### config.mk
export PLATFORM = sky130hd
export DESIGN_NAME = sensor_record_statistics_flat
export DESIGN_NICKNAME = d
export VERILOG_FILES = /design/src/rtl/srs_pkg.sv /design/src/rtl/srs_intf.sv /design/src/rtl/sensor_record_statistics.sv /design/src/rtl/srs_queue.sv /design/src/rtl/srs_front.sv /design/src/rtl/srs_divider.sv /design/src/rtl/srs_back.sv /design/src/flat_wrapper.sv
export VERILOG_INCLUDE_DIRS = /design/src /design/src/rtl
export SDC_FILE = /design/constraint.sdc
export NUM_CORES = 2
export LEC_CHECK = 0
export ABC_CLOCK_PERIOD_IN_PS = 14800
export BUFFER_PORTS_ARGS = -buffer_cell sky130_fd_sc_hd__buf_2
export CORE_ASPECT_RATIO = 0.9
export CORE_MARGIN = 2
export CORE_UTILIZATION = 50
export CTS_CLUSTER_DIAMETER = 30
export DETAILED_ROUTE_END_ITERATION = 8
export PLACE_DENSITY_LB_ADDON = 0.3
export SYNTH_ARGS = -nofsm -noshare
export SYNTH_HDL_FRONTEND = slang
export SYNTH_SLANG_ARGS = --single-unit
### constraint.sdc
create_clock -name i_clk -period 14.8 [get_ports i_clk]
set_input_delay 2.22 -clock i_clk [delete_from_list [all_inputs] [get_ports i_clk]]
set_output_delay 2.22 -clock i_clk [all_outputs]
set_load 0.05 [all_outputs]
### src/rtl/assert_macros.svh
// ----------------------------------------------------------------------------
// Assertion macros used by the top-level RTL file, the only one that carries assertions.
// ----------------------------------------------------------------------------
`ifndef ASSERT_MACROS_SVH
`define ASSERT_MACROS_SVH

// Same-cycle implication, checked outside reset.
`define SRS_ASSERT_IMPLY(label, clk, rst_n, ante, cons) \
    label: assert property (@(posedge clk) disable iff (!rst_n) (ante) |-> (cons)) \
        else $error("assertion failed: same-cycle implication");

// Next-cycle implication, checked outside reset.
`define SRS_ASSERT_NEXT(label, clk, rst_n, ante, cons) \
    label: assert property (@(posedge clk) disable iff (!rst_n) (ante) |=> (cons)) \
        else $error("assertion failed: next-cycle implication");

`endif

### src/rtl/srs_pkg.sv
// ----------------------------------------------------------------------------
// srs_pkg
// Shared constants, codes and types of the sensor record statistics block.
// ----------------------------------------------------------------------------
`timescale 1ns / 1ps

package srs_pkg;

    // Default widths of a sample and of a record index.
    localparam int SAMPLE_BITS_DEF = 24;
    localparam int COUNT_BITS_DEF  = 20;

    // Channels: X, Y, Z and temperature.
    localparam int NUM_CH  = 4;
    localparam int CH_BITS = 2;
    localparam logic [CH_BITS-1:0] CH_FIRST = 2'd0;
    localparam logic [CH_BITS-1:0] CH_LAST  = 2'd3;

    // Depth of the job queue between front and back.
    localparam int QUEUE_DEPTH = 4;

    // Result kinds.
    localparam logic KIND_STATUS  = 1'b0;
    localparam logic KIND_SUMMARY = 1'b1;

    // Status of the iterative divider.
    typedef struct packed {
        logic busy;
        logic done;
    } t_div_stat;

    // Width of one queued job: break flag, previous index, record total,
    // final flag and too-many flag.
    function automatic int job_width(input int count_bits);
        return 2 * count_bits + 5;
    endfunction

endpackage

### src/rtl/srs_intf.sv
// ----------------------------------------------------------------------------
// srs_rec_if / srs_res_if
// Valid/ready channels for input records and for result items.
// ----------------------------------------------------------------------------
`timescale 1ns / 1ps

interface srs_rec_if #(
    parameter int SAMPLE_BITS = srs_pkg::SAMPLE_BITS_DEF,
    parameter int COUNT_BITS  = srs_pkg::COUNT_BITS_DEF
);
    logic                          valid;
    logic                          ready;
    logic [COUNT_BITS-1:0]         record_index;
    logic signed [SAMPLE_BITS-1:0] field_x;
    logic signed [SAMPLE_BITS-1:0] field_y;
    logic signed [SAMPLE_BITS-1:0] field_z;
    logic signed [SAMPLE_BITS-1:0] temperature;
    logic                          final_record;

    modport source (
        output valid, record_index, field_x, field_y, field_z, temperature, final_record,
        input  ready
    );
    modport sink (
        input  valid, record_index, field_x, field_y, field_z, temperature, final_record,
        output ready
    );
endinterface

interface srs_res_if #(
    parameter int SAMPLE_BITS = srs_pkg::SAMPLE_BITS_DEF,
    parameter int COUNT_BITS  = srs_pkg::COUNT_BITS_DEF
);
    logic                          valid;
    logic                          ready;
    logic                          kind;
    logic                          index_break;
    logic signed [COUNT_BITS:0]    previous_index;
    logic [srs_pkg::CH_BITS-1:0]   channel;
    logic signed [SAMPLE_BITS-1:0] minimum;
    logic signed [SAMPLE_BITS-1:0] average;
    logic signed [SAMPLE_BITS-1:0] maximum;
    logic [COUNT_BITS:0]           record_total;
    logic                          too_many_records;
    logic                          last_of_run;

    modport source (
        output valid, kind, index_break, previous_index, channel, minimum, average,
               maximum, record_total, too_many_records, last_of_run,
        input  ready
    );
    modport sink (
        input  valid, kind, index_break, previous_index, channel, minimum, average,
               maximum, record_total, too_many_records, last_of_run,
        output ready
    );
endinterface

### src/rtl/sensor_record_statistics.sv
// Sensor record statistics: each accepted record yields one status result
// (index break, previous index, records counted so far), and a record
// marked final additionally yields four channel summaries (X, Y, Z,
// temperature) with minimum, mean truncated toward zero, maximum and a
// too-many-records flag, after which the run starts over. Records are
// taken one per cycle while the four-entry job queue has room. After a
// final record, input stalls until its summaries are out: each mean comes
// from the bit-serial divider that the four channels share.
// ----------------------------------------------------------------------------
// sensor_record_statistics
// Top level: front end with running statistics, job queue, back end with
// result sequencer and shared mean divider.
// ----------------------------------------------------------------------------
`timescale 1ns / 1ps
`include "assert_macros.svh"

module sensor_record_statistics #(
    parameter int SAMPLE_BITS = srs_pkg::SAMPLE_BITS_DEF,
    parameter int COUNT_BITS  = srs_pkg::COUNT_BITS_DEF
) (
    input  logic       i_clk,
    input  logic       i_rst_n,
    srs_rec_if.sink    i_rec,
    srs_res_if.source  o_res
);
    import srs_pkg::*;

    localparam int SUM_BITS = SAMPLE_BITS + COUNT_BITS;
    localparam int JOB_BITS = job_width(COUNT_BITS);

    logic                          q_push;
    logic                          q_pop;
    logic                          q_full;
    logic                          q_empty;
    logic [JOB_BITS-1:0]           q_in;
    logic [JOB_BITS-1:0]           q_out;

    logic                          snap_held;
    logic                          snap_free;
    logic signed [SAMPLE_BITS-1:0] snap_min [NUM_CH];
    logic signed [SAMPLE_BITS-1:0] snap_max [NUM_CH];
    logic signed [SUM_BITS-1:0]    snap_sum [NUM_CH];
    logic [COUNT_BITS:0]           snap_count;

    logic                          div_start;
    logic [SUM_BITS-1:0]           div_num;
    logic [COUNT_BITS:0]           div_den;
    logic [SUM_BITS-1:0]           div_quot;
    t_div_stat                     div_stat;

    // Front end: record intake and running statistics.
    srs_front #(
        .SAMPLE_BITS (SAMPLE_BITS),
        .COUNT_BITS  (COUNT_BITS)
    ) u_front (
        .i_clk        (i_clk),
        .i_rst_n      (i_rst_n),
        .i_rec        (i_rec),
        .i_q_full     (q_full),
        .o_push       (q_push),
        .o_job        (q_in),
        .o_snap_held  (snap_held),
        .i_snap_free  (snap_free),
        .o_snap_min   (snap_min),
        .o_snap_max   (snap_max),
        .o_snap_sum   (snap_sum),
        .o_snap_count (snap_count)
    );

    // Job queue between the two halves.
    srs_queue #(
        .WIDTH (JOB_BITS),
        .DEPTH (QUEUE_DEPTH)
    ) u_queue (
        .i_clk   (i_clk),
        .i_rst_n (i_rst_n),
        .i_push  (q_push),
        .i_data  (q_in),
        .i_pop   (q_pop),
        .o_data  (q_out),
        .o_full  (q_full),
        .o_empty (q_empty)
    );

    // Mean divider, shared by the four channels.
    srs_divider #(
        .NUM_BITS (SUM_BITS),
        .DEN_BITS (COUNT_BITS + 1)
    ) u_divider (
        .i_clk   (i_clk),
        .i_rst_n (i_rst_n),
        .i_start (div_start),
        .i_num   (div_num),
        .i_den   (div_den),
        .o_quot  (div_quot),
        .o_stat  (div_stat)
    );

    // Back end: result sequencing and output register.
    srs_back #(
        .SAMPLE_BITS (SAMPLE_BITS),
        .COUNT_BITS  (COUNT_BITS)
    ) u_back (
        .i_clk        (i_clk),
        .i_rst_n      (i_rst_n),
        .i_q_empty    (q_empty),
        .i_job        (q_out),
        .o_pop        (q_pop),
        .i_snap_min   (snap_min),
        .i_snap_max   (snap_max),
        .i_snap_sum   (snap_sum),
        .i_snap_count (snap_count),
        .o_snap_free  (snap_free),
        .o_div_start  (div_start),
        .o_div_num    (div_num),
        .o_div_den    (div_den),
        .i_div_quot   (div_quot),
        .i_div_stat   (div_stat),
        .o_res        (o_res)
    );

    // The queue is never written while full.
    `SRS_ASSERT_IMPLY(a_no_push_full, i_clk, i_rst_n, q_push, !q_full)
    // The snapshot is released only while it is held.
    `SRS_ASSERT_IMPLY(a_free_when_held, i_clk, i_rst_n, snap_free, snap_held)
    // A division is never started while one is running.
    `SRS_ASSERT_IMPLY(a_div_start_idle, i_clk, i_rst_n, div_start, !div_stat.busy)
    // Among summaries, only the temperature summary closes a run.
    `SRS_ASSERT_IMPLY(a_last_summary, i_clk, i_rst_n, o_res.valid && o_res.kind == KIND_SUMMARY, o_res.last_of_run == (o_res.channel == CH_LAST))

endmodule

### src/rtl/srs_queue.sv
// ----------------------------------------------------------------------------
// srs_queue
// Small first-word-fall-through queue of jobs between front and back.
// ----------------------------------------------------------------------------
`timescale 1ns / 1ps

module srs_queue #(
    parameter int WIDTH = 45,
    parameter int DEPTH = srs_pkg::QUEUE_DEPTH
) (
    input  logic             i_clk,
    input  logic             i_rst_n,
    input  logic             i_push,
    input  logic [WIDTH-1:0] i_data,
    input  logic             i_pop,
    output logic [WIDTH-1:0] o_data,
    output logic             o_full,
    output logic             o_empty
);
    import srs_pkg::*;

    localparam int PTR_BITS = (DEPTH > 1) ? $clog2(DEPTH) : 1;
    localparam int CNT_BITS = $clog2(DEPTH + 1);
    localparam logic [PTR_BITS-1:0] PTR_LAST = PTR_BITS'(DEPTH - 1);
    localparam logic [CNT_BITS-1:0] CNT_FULL = CNT_BITS'(DEPTH);

    logic [WIDTH-1:0]    r_mem [DEPTH];
    logic [PTR_BITS-1:0] r_wr_ptr, n_wr_ptr;
    logic [PTR_BITS-1:0] r_rd_ptr, n_rd_ptr;
    logic [CNT_BITS-1:0] r_count, n_count;

    assign o_full  = (r_count == CNT_FULL);
    assign o_empty = (r_count == '0);
    assign o_data  = r_mem[r_rd_ptr];

    // Pointer and fill count update.
    always_comb begin
        n_wr_ptr = r_wr_ptr;
        n_rd_ptr = r_rd_ptr;
        n_count  = r_count;
        if (i_push) begin
            n_wr_ptr = (r_wr_ptr == PTR_LAST) ? '0 : r_wr_ptr + 1'b1;
        end
        if (i_pop) begin
            n_rd_ptr = (r_rd_ptr == PTR_LAST) ? '0 : r_rd_ptr + 1'b1;
        end
        if (i_push && !i_pop) begin
            n_count = r_count + 1'b1;
        end else if (!i_push && i_pop) begin
            n_count = r_count - 1'b1;
        end
    end

    always_ff @(posedge i_clk) begin
        if (!i_rst_n) begin
            r_wr_ptr <= '0;
            r_rd_ptr <= '0;
            r_count  <= '0;
        end else begin
            r_wr_ptr <= n_wr_ptr;
            r_rd_ptr <= n_rd_ptr;
            r_count  <= n_count;
        end
    end

    // Storage is written only; it needs no reset.
    always_ff @(posedge i_clk) begin
        if (i_push) begin
            r_mem[r_wr_ptr] <= i_data;
        end
    end

endmodule

### src/rtl/srs_front.sv
// ----------------------------------------------------------------------------
// srs_front
// Accepts records, checks the index sequence, keeps the running count,
// minimum, maximum and sum, and queues one job per record.
// ----------------------------------------------------------------------------
`timescale 1ns / 1ps

module srs_front #(
    parameter int SAMPLE_BITS = srs_pkg::SAMPLE_BITS_DEF,
    parameter int COUNT_BITS  = srs_pkg::COUNT_BITS_DEF
) (
    input  logic                                       i_clk,
    input  logic                                       i_rst_n,
    srs_rec_if.sink                                    i_rec,
    input  logic                                       i_q_full,
    output logic                                       o_push,
    output logic [srs_pkg::job_width(COUNT_BITS)-1:0]  o_job,
    output logic                                       o_snap_held,
    input  logic                                       i_snap_free,
    output logic signed [SAMPLE_BITS-1:0]              o_snap_min [srs_pkg::NUM_CH],
    output logic signed [SAMPLE_BITS-1:0]              o_snap_max [srs_pkg::NUM_CH],
    output logic signed [SAMPLE_BITS+COUNT_BITS-1:0]   o_snap_sum [srs_pkg::NUM_CH],
    output logic [COUNT_BITS:0]                        o_snap_count
);
    import srs_pkg::*;

    localparam int SUM_BITS = SAMPLE_BITS + COUNT_BITS;
    localparam logic [COUNT_BITS:0] COUNT_CAP = {1'b1, {COUNT_BITS{1'b0}}};

    typedef struct packed {
        logic                       brk;
        logic signed [COUNT_BITS:0] prev;
        logic [COUNT_BITS:0]        total;
        logic                       fin;
        logic                       many;
    } t_job;

    // Running state of the current run.
    logic [COUNT_BITS:0]           r_count, n_count;
    logic                          r_have_prev;
    logic [COUNT_BITS-1:0]         r_last;
    logic signed [SAMPLE_BITS-1:0] r_min [NUM_CH];
    logic signed [SAMPLE_BITS-1:0] r_max [NUM_CH];
    logic signed [SUM_BITS-1:0]    r_sum [NUM_CH];
    logic signed [SAMPLE_BITS-1:0] n_min [NUM_CH];
    logic signed [SAMPLE_BITS-1:0] n_max [NUM_CH];
    logic signed [SUM_BITS-1:0]    n_sum [NUM_CH];

    // Snapshot of a finished run, read by the back end.
    logic                          r_snap_held;
    logic signed [SAMPLE_BITS-1:0] r_snap_min [NUM_CH];
    logic signed [SAMPLE_BITS-1:0] r_snap_max [NUM_CH];
    logic signed [SUM_BITS-1:0]    r_snap_sum [NUM_CH];
    logic [COUNT_BITS:0]           r_snap_count;

    logic                          accept;
    logic                          seed;
    logic [COUNT_BITS:0]           idx_ext;
    logic [COUNT_BITS:0]           expect_idx;
    logic signed [SAMPLE_BITS-1:0] smp [NUM_CH];
    t_job                          job;

    // A record waits while the queue is full or a finished run is still read out.
    assign i_rec.ready = !i_q_full && !r_snap_held;
    assign accept      = i_rec.valid && i_rec.ready;

    assign smp[0] = i_rec.field_x;
    assign smp[1] = i_rec.field_y;
    assign smp[2] = i_rec.field_z;
    assign smp[3] = i_rec.temperature;

    // Count, extremes and sums after this record.
    always_comb begin
        seed    = (r_count == '0);
        n_count = (r_count == COUNT_CAP) ? r_count : r_count + 1'b1;
        for (int c = 0; c < NUM_CH; c++) begin
            n_min[c] = (seed || smp[c] < r_min[c]) ? smp[c] : r_min[c];
            n_max[c] = (seed || smp[c] > r_max[c]) ? smp[c] : r_max[c];
            n_sum[c] = r_sum[c] + SUM_BITS'(smp[c]);
        end
    end

    // Index sequence check and the job handed to the back end.
    always_comb begin
        idx_ext    = {1'b0, i_rec.record_index};
        expect_idx = r_have_prev ? {1'b0, r_last} + 1'b1 : '0;
        job.brk    = (idx_ext != expect_idx);
        job.prev   = r_have_prev ? signed'({1'b0, r_last}) : '1;
        job.total  = n_count;
        job.fin    = i_rec.final_record;
        job.many   = (n_count > idx_ext + 1'b1);
    end

    assign o_push = accept;
    assign o_job  = job;

    always_ff @(posedge i_clk) begin
        if (!i_rst_n) begin
            r_count     <= '0;
            r_have_prev <= 1'b0;
            r_snap_held <= 1'b0;
            for (int c = 0; c < NUM_CH; c++) begin
                r_sum[c] <= '0;
            end
        end else begin
            if (accept) begin
                if (i_rec.final_record) begin
                    r_count     <= '0;
                    r_have_prev <= 1'b0;
                    for (int c = 0; c < NUM_CH; c++) begin
                        r_sum[c] <= '0;
                    end
                end else begin
                    r_count     <= n_count;
                    r_have_prev <= 1'b1;
                    for (int c = 0; c < NUM_CH; c++) begin
                        r_sum[c] <= n_sum[c];
                    end
                end
            end
            if (accept && i_rec.final_record) begin
                r_snap_held <= 1'b1;
            end else if (i_snap_free) begin
                r_snap_held <= 1'b0;
            end
        end
    end

    // Data registers: extremes are seeded by the first record of each run.
    always_ff @(posedge i_clk) begin
        if (accept) begin
            r_last <= i_rec.record_index;
            for (int c = 0; c < NUM_CH; c++) begin
                r_min[c] <= n_min[c];
                r_max[c] <= n_max[c];
            end
            if (i_rec.final_record) begin
                r_snap_count <= n_count;
                for (int c = 0; c < NUM_CH; c++) begin
                    r_snap_min[c] <= n_min[c];
                    r_snap_max[c] <= n_max[c];
                    r_snap_sum[c] <= n_sum[c];
                end
            end
        end
    end

    assign o_snap_held  = r_snap_held;
    assign o_snap_min   = r_snap_min;
    assign o_snap_max   = r_snap_max;
    assign o_snap_sum   = r_snap_sum;
    assign o_snap_count = r_snap_count;

endmodule

### src/rtl/srs_divider.sv
// ----------------------------------------------------------------------------
// srs_divider
// Unsigned restoring divider, one quotient bit per cycle.
// ----------------------------------------------------------------------------
`timescale 1ns / 1ps

module srs_divider #(
    parameter int NUM_BITS = srs_pkg::SAMPLE_BITS_DEF + srs_pkg::COUNT_BITS_DEF,
    parameter int DEN_BITS = srs_pkg::COUNT_BITS_DEF + 1
) (
    input  logic                i_clk,
    input  logic                i_rst_n,
    input  logic                i_start,
    input  logic [NUM_BITS-1:0] i_num,
    input  logic [DEN_BITS-1:0] i_den,
    output logic [NUM_BITS-1:0] o_quot,
    output srs_pkg::t_div_stat  o_stat
);
    import srs_pkg::*;

    localparam int STEP_BITS = $clog2(NUM_BITS + 1);

    logic [NUM_BITS-1:0]  r_quot;
    logic [DEN_BITS-1:0]  r_rem;
    logic [DEN_BITS-1:0]  r_den;
    logic [STEP_BITS-1:0] r_step;
    logic                 r_busy;
    logic                 r_done;

    logic [DEN_BITS:0]    trial;
    logic [DEN_BITS:0]    diff;
    logic                 fits;

    // One restoring step: shift in the next dividend bit and try to subtract.
    always_comb begin
        trial = {r_rem, r_quot[NUM_BITS-1]};
        diff  = trial - {1'b0, r_den};
        fits  = (trial >= {1'b0, r_den});
    end

    always_ff @(posedge i_clk) begin
        if (!i_rst_n) begin
            r_busy <= 1'b0;
            r_done <= 1'b0;
            r_step <= '0;
        end else if (i_start) begin
            r_busy <= 1'b1;
            r_done <= 1'b0;
            r_step <= STEP_BITS'(NUM_BITS);
        end else if (r_busy) begin
            r_step <= r_step - 1'b1;
            if (r_step == STEP_BITS'(1)) begin
                r_busy <= 1'b0;
                r_done <= 1'b1;
            end
        end
    end

    // The quotient shifts in where the dividend shifts out.
    always_ff @(posedge i_clk) begin
        if (i_start) begin
            r_quot <= i_num;
            r_rem  <= '0;
            r_den  <= i_den;
        end else if (r_busy) begin
            r_quot <= {r_quot[NUM_BITS-2:0], fits};
            r_rem  <= fits ? diff[DEN_BITS-1:0] : trial[DEN_BITS-1:0];
        end
    end

    assign o_quot      = r_quot;
    assign o_stat.busy = r_busy;
    assign o_stat.done = r_done;

endmodule

### src/rtl/srs_back.sv
// ----------------------------------------------------------------------------
// srs_back
// Takes jobs from the queue, sends the status result of each record and,
// after a final record, the four channel summaries with their means.
// ----------------------------------------------------------------------------
`timescale 1ns / 1ps

module srs_back #(
    parameter int SAMPLE_BITS = srs_pkg::SAMPLE_BITS_DEF,
    parameter int COUNT_BITS  = srs_pkg::COUNT_BITS_DEF
) (
    input  logic                                       i_clk,
    input  logic                                       i_rst_n,
    input  logic                                       i_q_empty,
    input  logic [srs_pkg::job_width(COUNT_BITS)-1:0]  i_job,
    output logic                                       o_pop,
    input  logic signed [SAMPLE_BITS-1:0]              i_snap_min [srs_pkg::NUM_CH],
    input  logic signed [SAMPLE_BITS-1:0]              i_snap_max [srs_pkg::NUM_CH],
    input  logic signed [SAMPLE_BITS+COUNT_BITS-1:0]   i_snap_sum [srs_pkg::NUM_CH],
    input  logic [COUNT_BITS:0]                        i_snap_count,
    output logic                                       o_snap_free,
    output logic                                       o_div_start,
    output logic [SAMPLE_BITS+COUNT_BITS-1:0]          o_div_num,
    output logic [COUNT_BITS:0]                        o_div_den,
    input  logic [SAMPLE_BITS+COUNT_BITS-1:0]          i_div_quot,
    input  srs_pkg::t_div_stat                         i_div_stat,
    srs_res_if.source                                  o_res
);
    import srs_pkg::*;

    localparam int SUM_BITS = SAMPLE_BITS + COUNT_BITS;
    localparam logic [SUM_BITS-1:0] MAG_MIN =
        {{COUNT_BITS{1'b0}}, 1'b1, {(SAMPLE_BITS-1){1'b0}}};
    localparam logic [SUM_BITS-1:0] MAG_MAX = MAG_MIN - 1'b1;
    localparam logic signed [SAMPLE_BITS-1:0] SAMPLE_MAX = {1'b0, {(SAMPLE_BITS-1){1'b1}}};
    localparam logic signed [SAMPLE_BITS-1:0] SAMPLE_MIN = {1'b1, {(SAMPLE_BITS-1){1'b0}}};

    localparam logic ST_FETCH = 1'b0;
    localparam logic ST_DIV   = 1'b1;

    typedef struct packed {
        logic                       brk;
        logic signed [COUNT_BITS:0] prev;
        logic [COUNT_BITS:0]        total;
        logic                       fin;
        logic                       many;
    } t_job;

    logic               r_state, n_state;
    logic [CH_BITS-1:0] r_ch, n_ch;
    logic               r_div_go, n_div_go;
    logic               r_many;

    // Output register.
    logic                          r_out_valid;
    logic                          r_kind;
    logic                          r_brk;
    logic signed [COUNT_BITS:0]    r_prev;
    logic [CH_BITS-1:0]            r_chan;
    logic signed [SAMPLE_BITS-1:0] r_min;
    logic signed [SAMPLE_BITS-1:0] r_avg;
    logic signed [SAMPLE_BITS-1:0] r_max;
    logic [COUNT_BITS:0]           r_total;
    logic                          r_too_many;
    logic                          r_last;

    t_job                          job;
    logic                          out_free;
    logic                          load_status;
    logic                          load_summary;
    logic signed [SUM_BITS-1:0]    sum_sel;
    logic                          sum_neg;
    logic signed [SAMPLE_BITS-1:0] mean;

    assign job      = t_job'(i_job);
    assign out_free = !r_out_valid || o_res.ready;

    // Magnitude of the selected sum goes to the divider; the sign is put back after.
    always_comb begin
        sum_sel   = i_snap_sum[r_ch];
        sum_neg   = sum_sel[SUM_BITS-1];
        o_div_num = sum_neg ? unsigned'(-sum_sel) : unsigned'(sum_sel);
        o_div_den = i_snap_count;
    end

    // Signed mean, clamped to the sample range.
    always_comb begin
        if (sum_neg) begin
            mean = (i_div_quot > MAG_MIN) ? SAMPLE_MIN
                                          : -signed'(i_div_quot[SAMPLE_BITS-1:0]);
        end else begin
            mean = (i_div_quot > MAG_MAX) ? SAMPLE_MAX
                                          : signed'(i_div_quot[SAMPLE_BITS-1:0]);
        end
    end

    // Sequencer: one status per job, then four summaries after a final job.
    always_comb begin
        n_state      = r_state;
        n_ch         = r_ch;
        n_div_go     = r_div_go;
        o_pop        = 1'b0;
        o_div_start  = 1'b0;
        o_snap_free  = 1'b0;
        load_status  = 1'b0;
        load_summary = 1'b0;
        unique case (r_state)
            ST_FETCH: begin
                if (!i_q_empty && out_free) begin
                    o_pop       = 1'b1;
                    load_status = 1'b1;
                    if (job.fin) begin
                        n_state  = ST_DIV;
                        n_div_go = 1'b1;
                    end
                end
            end
            ST_DIV: begin
                if (r_div_go) begin
                    o_div_start = 1'b1;
                    n_div_go    = 1'b0;
                end else if (i_div_stat.done && out_free) begin
                    load_summary = 1'b1;
                    if (r_ch == CH_LAST) begin
                        o_snap_free = 1'b1;
                        n_ch        = CH_FIRST;
                        n_state     = ST_FETCH;
                    end else begin
                        n_ch     = r_ch + 1'b1;
                        n_div_go = 1'b1;
                    end
                end
            end
            default: begin
                n_state = ST_FETCH;
            end
        endcase
    end

    always_ff @(posedge i_clk) begin
        if (!i_rst_n) begin
            r_state     <= ST_FETCH;
            r_ch        <= CH_FIRST;
            r_div_go    <= 1'b0;
            r_out_valid <= 1'b0;
        end else begin
            r_state  <= n_state;
            r_ch     <= n_ch;
            r_div_go <= n_div_go;
            if (load_status || load_summary) begin
                r_out_valid <= 1'b1;
            end else if (o_res.ready) begin
                r_out_valid <= 1'b0;
            end
        end
    end

    // Result payload; fields without meaning for a kind are zero, but a status result sets last_of_run when not final.
    always_ff @(posedge i_clk) begin
        if (load_status) begin
            r_many     <= job.many;
            r_kind     <= KIND_STATUS;
            r_brk      <= job.brk;
            r_prev     <= job.prev;
            r_chan     <= '0;
            r_min      <= '0;
            r_avg      <= '0;
            r_max      <= '0;
            r_total    <= job.total;
            r_too_many <= 1'b0;
            r_last     <= !job.fin;
        end else if (load_summary) begin
            r_kind     <= KIND_SUMMARY;
            r_brk      <= 1'b0;
            r_prev     <= '0;
            r_chan     <= r_ch;
            r_min      <= i_snap_min[r_ch];
            r_avg      <= mean;
            r_max      <= i_snap_max[r_ch];
            r_total    <= i_snap_count;
            r_too_many <= r_many;
            r_last     <= (r_ch == CH_LAST);
        end
    end

    assign o_res.valid            = r_out_valid;
    assign o_res.kind             = r_kind;
    assign o_res.index_break      = r_brk;
    assign o_res.previous_index   = r_prev;
    assign o_res.channel          = r_chan;
    assign o_res.minimum          = r_min;
    assign o_res.average          = r_avg;
    assign o_res.maximum          = r_max;
    assign o_res.record_total     = r_total;
    assign o_res.too_many_records = r_too_many;
    assign o_res.last_of_run      = r_last;

endmodule
### src/flat_wrapper.sv
// flat-port wrapper written by rule: the top's interface ports become plain ports
module sensor_record_statistics_flat import srs_pkg::*;
#(
    parameter int SAMPLE_BITS = srs_pkg::SAMPLE_BITS_DEF,
    parameter int COUNT_BITS  = srs_pkg::COUNT_BITS_DEF
)
  (i_clk, i_rst_n, i_rec_valid, i_rec_record_index, i_rec_field_x, i_rec_field_y, i_rec_field_z, i_rec_temperature, i_rec_final_record, i_rec_ready, o_res_valid, o_res_kind, o_res_index_break, o_res_previous_index, o_res_channel, o_res_minimum, o_res_average, o_res_maximum, o_res_record_total, o_res_too_many_records, o_res_last_of_run, o_res_ready);
  srs_rec_if #(.SAMPLE_BITS(SAMPLE_BITS), .COUNT_BITS(COUNT_BITS)) i_rec_i ();
  srs_res_if #(.SAMPLE_BITS(SAMPLE_BITS), .COUNT_BITS(COUNT_BITS)) o_res_i ();
  input  logic i_clk;
  input  logic i_rst_n;
  input wire logic [$bits(i_rec_i.valid)-1:0] i_rec_valid;
  input wire logic [$bits(i_rec_i.record_index)-1:0] i_rec_record_index;
  input wire logic [$bits(i_rec_i.field_x)-1:0] i_rec_field_x;
  input wire logic [$bits(i_rec_i.field_y)-1:0] i_rec_field_y;
  input wire logic [$bits(i_rec_i.field_z)-1:0] i_rec_field_z;
  input wire logic [$bits(i_rec_i.temperature)-1:0] i_rec_temperature;
  input wire logic [$bits(i_rec_i.final_record)-1:0] i_rec_final_record;
  output wire logic [$bits(i_rec_i.ready)-1:0] i_rec_ready;
  output wire logic [$bits(o_res_i.valid)-1:0] o_res_valid;
  output wire logic [$bits(o_res_i.kind)-1:0] o_res_kind;
  output wire logic [$bits(o_res_i.index_break)-1:0] o_res_index_break;
  output wire logic [$bits(o_res_i.previous_index)-1:0] o_res_previous_index;
  output wire logic [$bits(o_res_i.channel)-1:0] o_res_channel;
  output wire logic [$bits(o_res_i.minimum)-1:0] o_res_minimum;
  output wire logic [$bits(o_res_i.average)-1:0] o_res_average;
  output wire logic [$bits(o_res_i.maximum)-1:0] o_res_maximum;
  output wire logic [$bits(o_res_i.record_total)-1:0] o_res_record_total;
  output wire logic [$bits(o_res_i.too_many_records)-1:0] o_res_too_many_records;
  output wire logic [$bits(o_res_i.last_of_run)-1:0] o_res_last_of_run;
  input wire logic [$bits(o_res_i.ready)-1:0] o_res_ready;
  assign i_rec_i.valid = i_rec_valid;
  assign i_rec_i.record_index = i_rec_record_index;
  assign i_rec_i.field_x = i_rec_field_x;
  assign i_rec_i.field_y = i_rec_field_y;
  assign i_rec_i.field_z = i_rec_field_z;
  assign i_rec_i.temperature = i_rec_temperature;
  assign i_rec_i.final_record = i_rec_final_record;
  assign i_rec_ready = i_rec_i.ready;
  assign o_res_valid = o_res_i.valid;
  assign o_res_kind = o_res_i.kind;
  assign o_res_index_break = o_res_i.index_break;
  assign o_res_previous_index = o_res_i.previous_index;
  assign o_res_channel = o_res_i.channel;
  assign o_res_minimum = o_res_i.minimum;
  assign o_res_average = o_res_i.average;
  assign o_res_maximum = o_res_i.maximum;
  assign o_res_record_total = o_res_i.record_total;
  assign o_res_too_many_records = o_res_i.too_many_records;
  assign o_res_last_of_run = o_res_i.last_of_run;
  assign o_res_i.ready = o_res_ready;
  sensor_record_statistics #(.SAMPLE_BITS(SAMPLE_BITS), .COUNT_BITS(COUNT_BITS)) u_core (.i_clk(i_clk), .i_rst_n(i_rst_n), .i_rec(i_rec_i), .o_res(o_res_i));
endmodule
==> metrics.md <==
| Metric | Value |
|---|---|
| Status | `finished, final reports clean` |
| Initial drt markers | `just over 5000` |
| DRT Pass-1 Iters | `6` |
| Worst-Skew Late Latency | `0.88 ns` |
| CP startpoint kind | `input pin` |
| Power per cell area | `roughly 180 mW/mm2` |
| Switching part of the total | `between 30% and 40%` |
| HP Class | `reg -> reg` |
| Hold_buf cts | `0` |
| Average wire per standard cell | `23.8 um` |
| Max-slew violation count | `0` |
| NetSw | `around 4000 uW` |
| Synth Area in Simple Gates | `about a tenth` |
| Residual DRC count | `0` |
| Cts repair resizes | `0` |
| Element type at the critical path end | `flop` |
| Most frequent cells in the layout | `edfxtp_1 (1023), nand2_1 (444), ha_1 (415)` |
| Gate count after technology mapping | `5265` |
| I/O Buffers | `242` |
| Routed WL | `roughly 180000 um` |
| Area fraction in compound gates after synthesis | `between 10% and 20%` |
| Post-Synth Adder-Cell Area | `under 10%` |
| Tmin final | `~5.7 ns` |
| Syn avg cell area | `12.1 um2` |
| Comb power frac | `a little over a fifth` |
| Nets | `between 6000 and 7000` |
| Post-CTS setup buffers | `0` |
| Die W | `between 300 and 400 um` |
| Mux contribution to synthesized area | `around 8.6%` |
| Crit path max fanout | `25` |
| DP HPWL | `124000 um` |
| Clk_skew | `approximately 0.08 ns` |
| Synth area leaders | `edfxtp_1 (48%), ha_1 (8.1%), dfxtp_1 (5.8%)` |
| Vias | `between 40000 and 50000` |
| Root Buffer | `clkbuf_16` |
| Relative slew margins | `between 10% and 20%` |
| Num rows | `124` |
| Synthesis warning total | `0` |
| Total Neg Setup Slack | `0 ns` |
| Die Height | `343 um` |
| Area of the core | `approximately 0.13 mm2` |
| Largest net degree at the start of global routing | `between 100 and 150` |
| Largest family of logic cells by synthesized area | `compound AO/OA/AOI/OAI gates` |
| MaxCap Viol Count | `0` |
| Critical path arrival | `about 6.3 ns` |
| Seq pwr share | `roughly 34%` |
| Critical path type | `in -> reg` |
| Post-synth top area share | `48.1%` |
| Vias per cell | `approximately 6` |
| Register bit total from synthesis | `about 1200` |
| Share of synthesized registers carrying an async set or reset | `0%` |
| Share of cells above drive strength 1 | `a little under a fifth` |
| Most used flip-flop cell after synthesis | `edfxtp_1` |
| RePlAce Congestion | `0.948` |
| Synth cell types | `85` |
| CTS tree | `built` |
| Cell Int Power | `roughly 9400 uW` |
| Worst slew pin tran | `about 1.3 ns` |
| Register area share after synthesis | `a little over half` |
| GR Util All Layers | `a little over a quarter` |
| Antenna-violating nets left | `0` |
| Yosys top cell by area | `edfxtp_1` |
| Non-Filler Instances | `between 7000 and 8000` |
| Num CTS Buffers | `276` |
| Clock power frac | `between 40 and 50%` |
| Initial core utilization | `around half` |
| Leak | `0.0301 uW` |
| Required @ worst endpoint | `15.36 ns` |
| Post-synth EDFFs | `1023` |
| Worst VDD drop | `~0.15 mV` |
| Setup-failing EPs final | `0` |
| Mapped Area | `0.0639 mm2` |
| H-tree depth | `5` |
| Synth Area in XOR/XNOR | `under 10%` |
| Synthesized net count | `5807` |
| Placed cell count | `roughly 7000` |
| Initial antenna violation count | `6` |
| Most common cell after layout, fill and taps aside | `edfxtp_1` |
| Clk pin slew, worst setup/hold paths | `~0.050 ns` |
| First-pass GRT wire length | `around 270000 um` |
| Max frequency | `~170 MHz` |
| RSZ-0062 raised after global routing | `false` |
| GRT overflow | `0` |
| Area delta synth->final | `18.6%` |
| Ports | `~240` |
| Final period util | `just under 40%` |
| Number of global-route vias before repair | `between 40000 and 50000` |
| CTS Sinks | `1209` |
| DIE AREA | `approximately 0.13 mm2` |
| Clk buf depth | `4` |
| Hold Vio Cnt, Final | `0` |
## routing by layer
layer	GRT usage, %	up-vias	part of all wire, %
met5	0	-	0
met4	9.46	0	3.1
met3	5.16	331	8.3
met2	42.1	1960	46
met1	37.6	22300	43
li1	-	20500	-
## path summary, 6_finish.rpt
| check | cells past startpoint | to | slack [ns] | startpoint |
|---|---|---|---|---|
| worst max-delay path | 9 | u_core.u_front.r_max[3][3] | 9.07 | i_rec_temperature[23] |
| worst min-delay path | 2 | u_core.u_back.o_res.maximum[0] | 0.45 | u_core.u_back.o_res.maximum[0] |
| worst max register to register | 10 | u_core.u_divider.o_quot[31] | 9.43 | u_core.u_back.r_ch[0] |
| worst min register to register | 2 | u_core.u_back.o_res.maximum[0] | 0.45 | u_core.u_back.o_res.maximum[0] |
## cells by family (layout without fill, tap and decap cells)
group                    after synthesis  in the layout
AO/OA/AOI/OAI                       1164           1164
XOR/XNOR                             293            293
adder cells (fa/ha/maj)              421            421
buffers and inverters                519           1069
flip-flops                          1209           1209
multiplexers                         348            348
other                                  0              1
AND/OR/NAND/NOR                     1311           1311
## state kept, by name, indices dropped and copies added, names as in the netlist, 24 cells and up, named ones only
register	flops
u_core.u_back.o_res.average	24
u_core.u_back.o_res.maximum	24
u_core.u_back.o_res.minimum	24
u_core.u_divider.o_quot	44
u_core.u_front.o_snap_max	96
u_core.u_front.o_snap_min	96
u_core.u_front.o_snap_sum	176
u_core.u_front.r_max	96
u_core.u_front.r_min	96
u_core.u_front.r_sum	176
u_core.u_queue.r_mem	180
## worst max-delay path, cell delays in order
cell	delay (ns)
buf_2	0.53
ha_1	0.35
nand4_1	0.14
nor3_1	0.82
o211ai_1	0.40
nand2_1	0.17
mux2_2	0.37
a21oi_4	0.82
mux2_2	0.43
## synth_stat cells, types with 78 or more instances
master	count
nand2_1	445
xnor2_1	167
ha_1	415
dfxtp_1	186
inv_1	300
edfxtp_1	1023
mux4_2	110
a21oi_1	292
mux2_2	188
xor2_1	126
nor2_1	170
nand3_1	78
o21ai_0	317
and2_1	152
a21o_1	178
clkbuf_1	189
## through the flow
stage | instance area (um2) | hold slack [ns] | total power [uW] | util, % | worst slack [ns]
after floorplan | 63900 | 0.418 | 6630 | - | 2.88
after global placement | 66800 | 0.435 | 7370 | 52.6 | 8.37
after detailed placement | 66800 | 0.432 | 7430 | 52.6 | 8.36
after CTS | 75800 | 0.453 | 13400 | 59.7 | 9.22
after global routing | 75800 | 0.472 | 13900 | 59.7 | 8.91
final | 75800 | 0.447 | 13400 | 59.7 | 9.07
## layout make-up
type / instances / area [um2]
fill: 9983 / 51100
sequential: 1209 / 34500
multi-input combinational: 3537 / 27500
clock buffer: 318 / 7310
tap: 1701 / 2130
clock inverter: 159 / 1730
timing repair buffer: 291 / 1580
inverter: 301 / 1140
antenna: 1 / 2.50
## power by group through the flow
stage	clock, uW	sequential, uW	combinational [uW]
2_1_floorplan	0	4820	1810
3_3_place_gp	0	4640	2730
3_5_place_dp	0	4650	2780
4_1_cts	6000	4600	2810
5_1_grt	6160	4650	3080
6_report	5940	4600	2830
(Power assumes the default switching activity.)
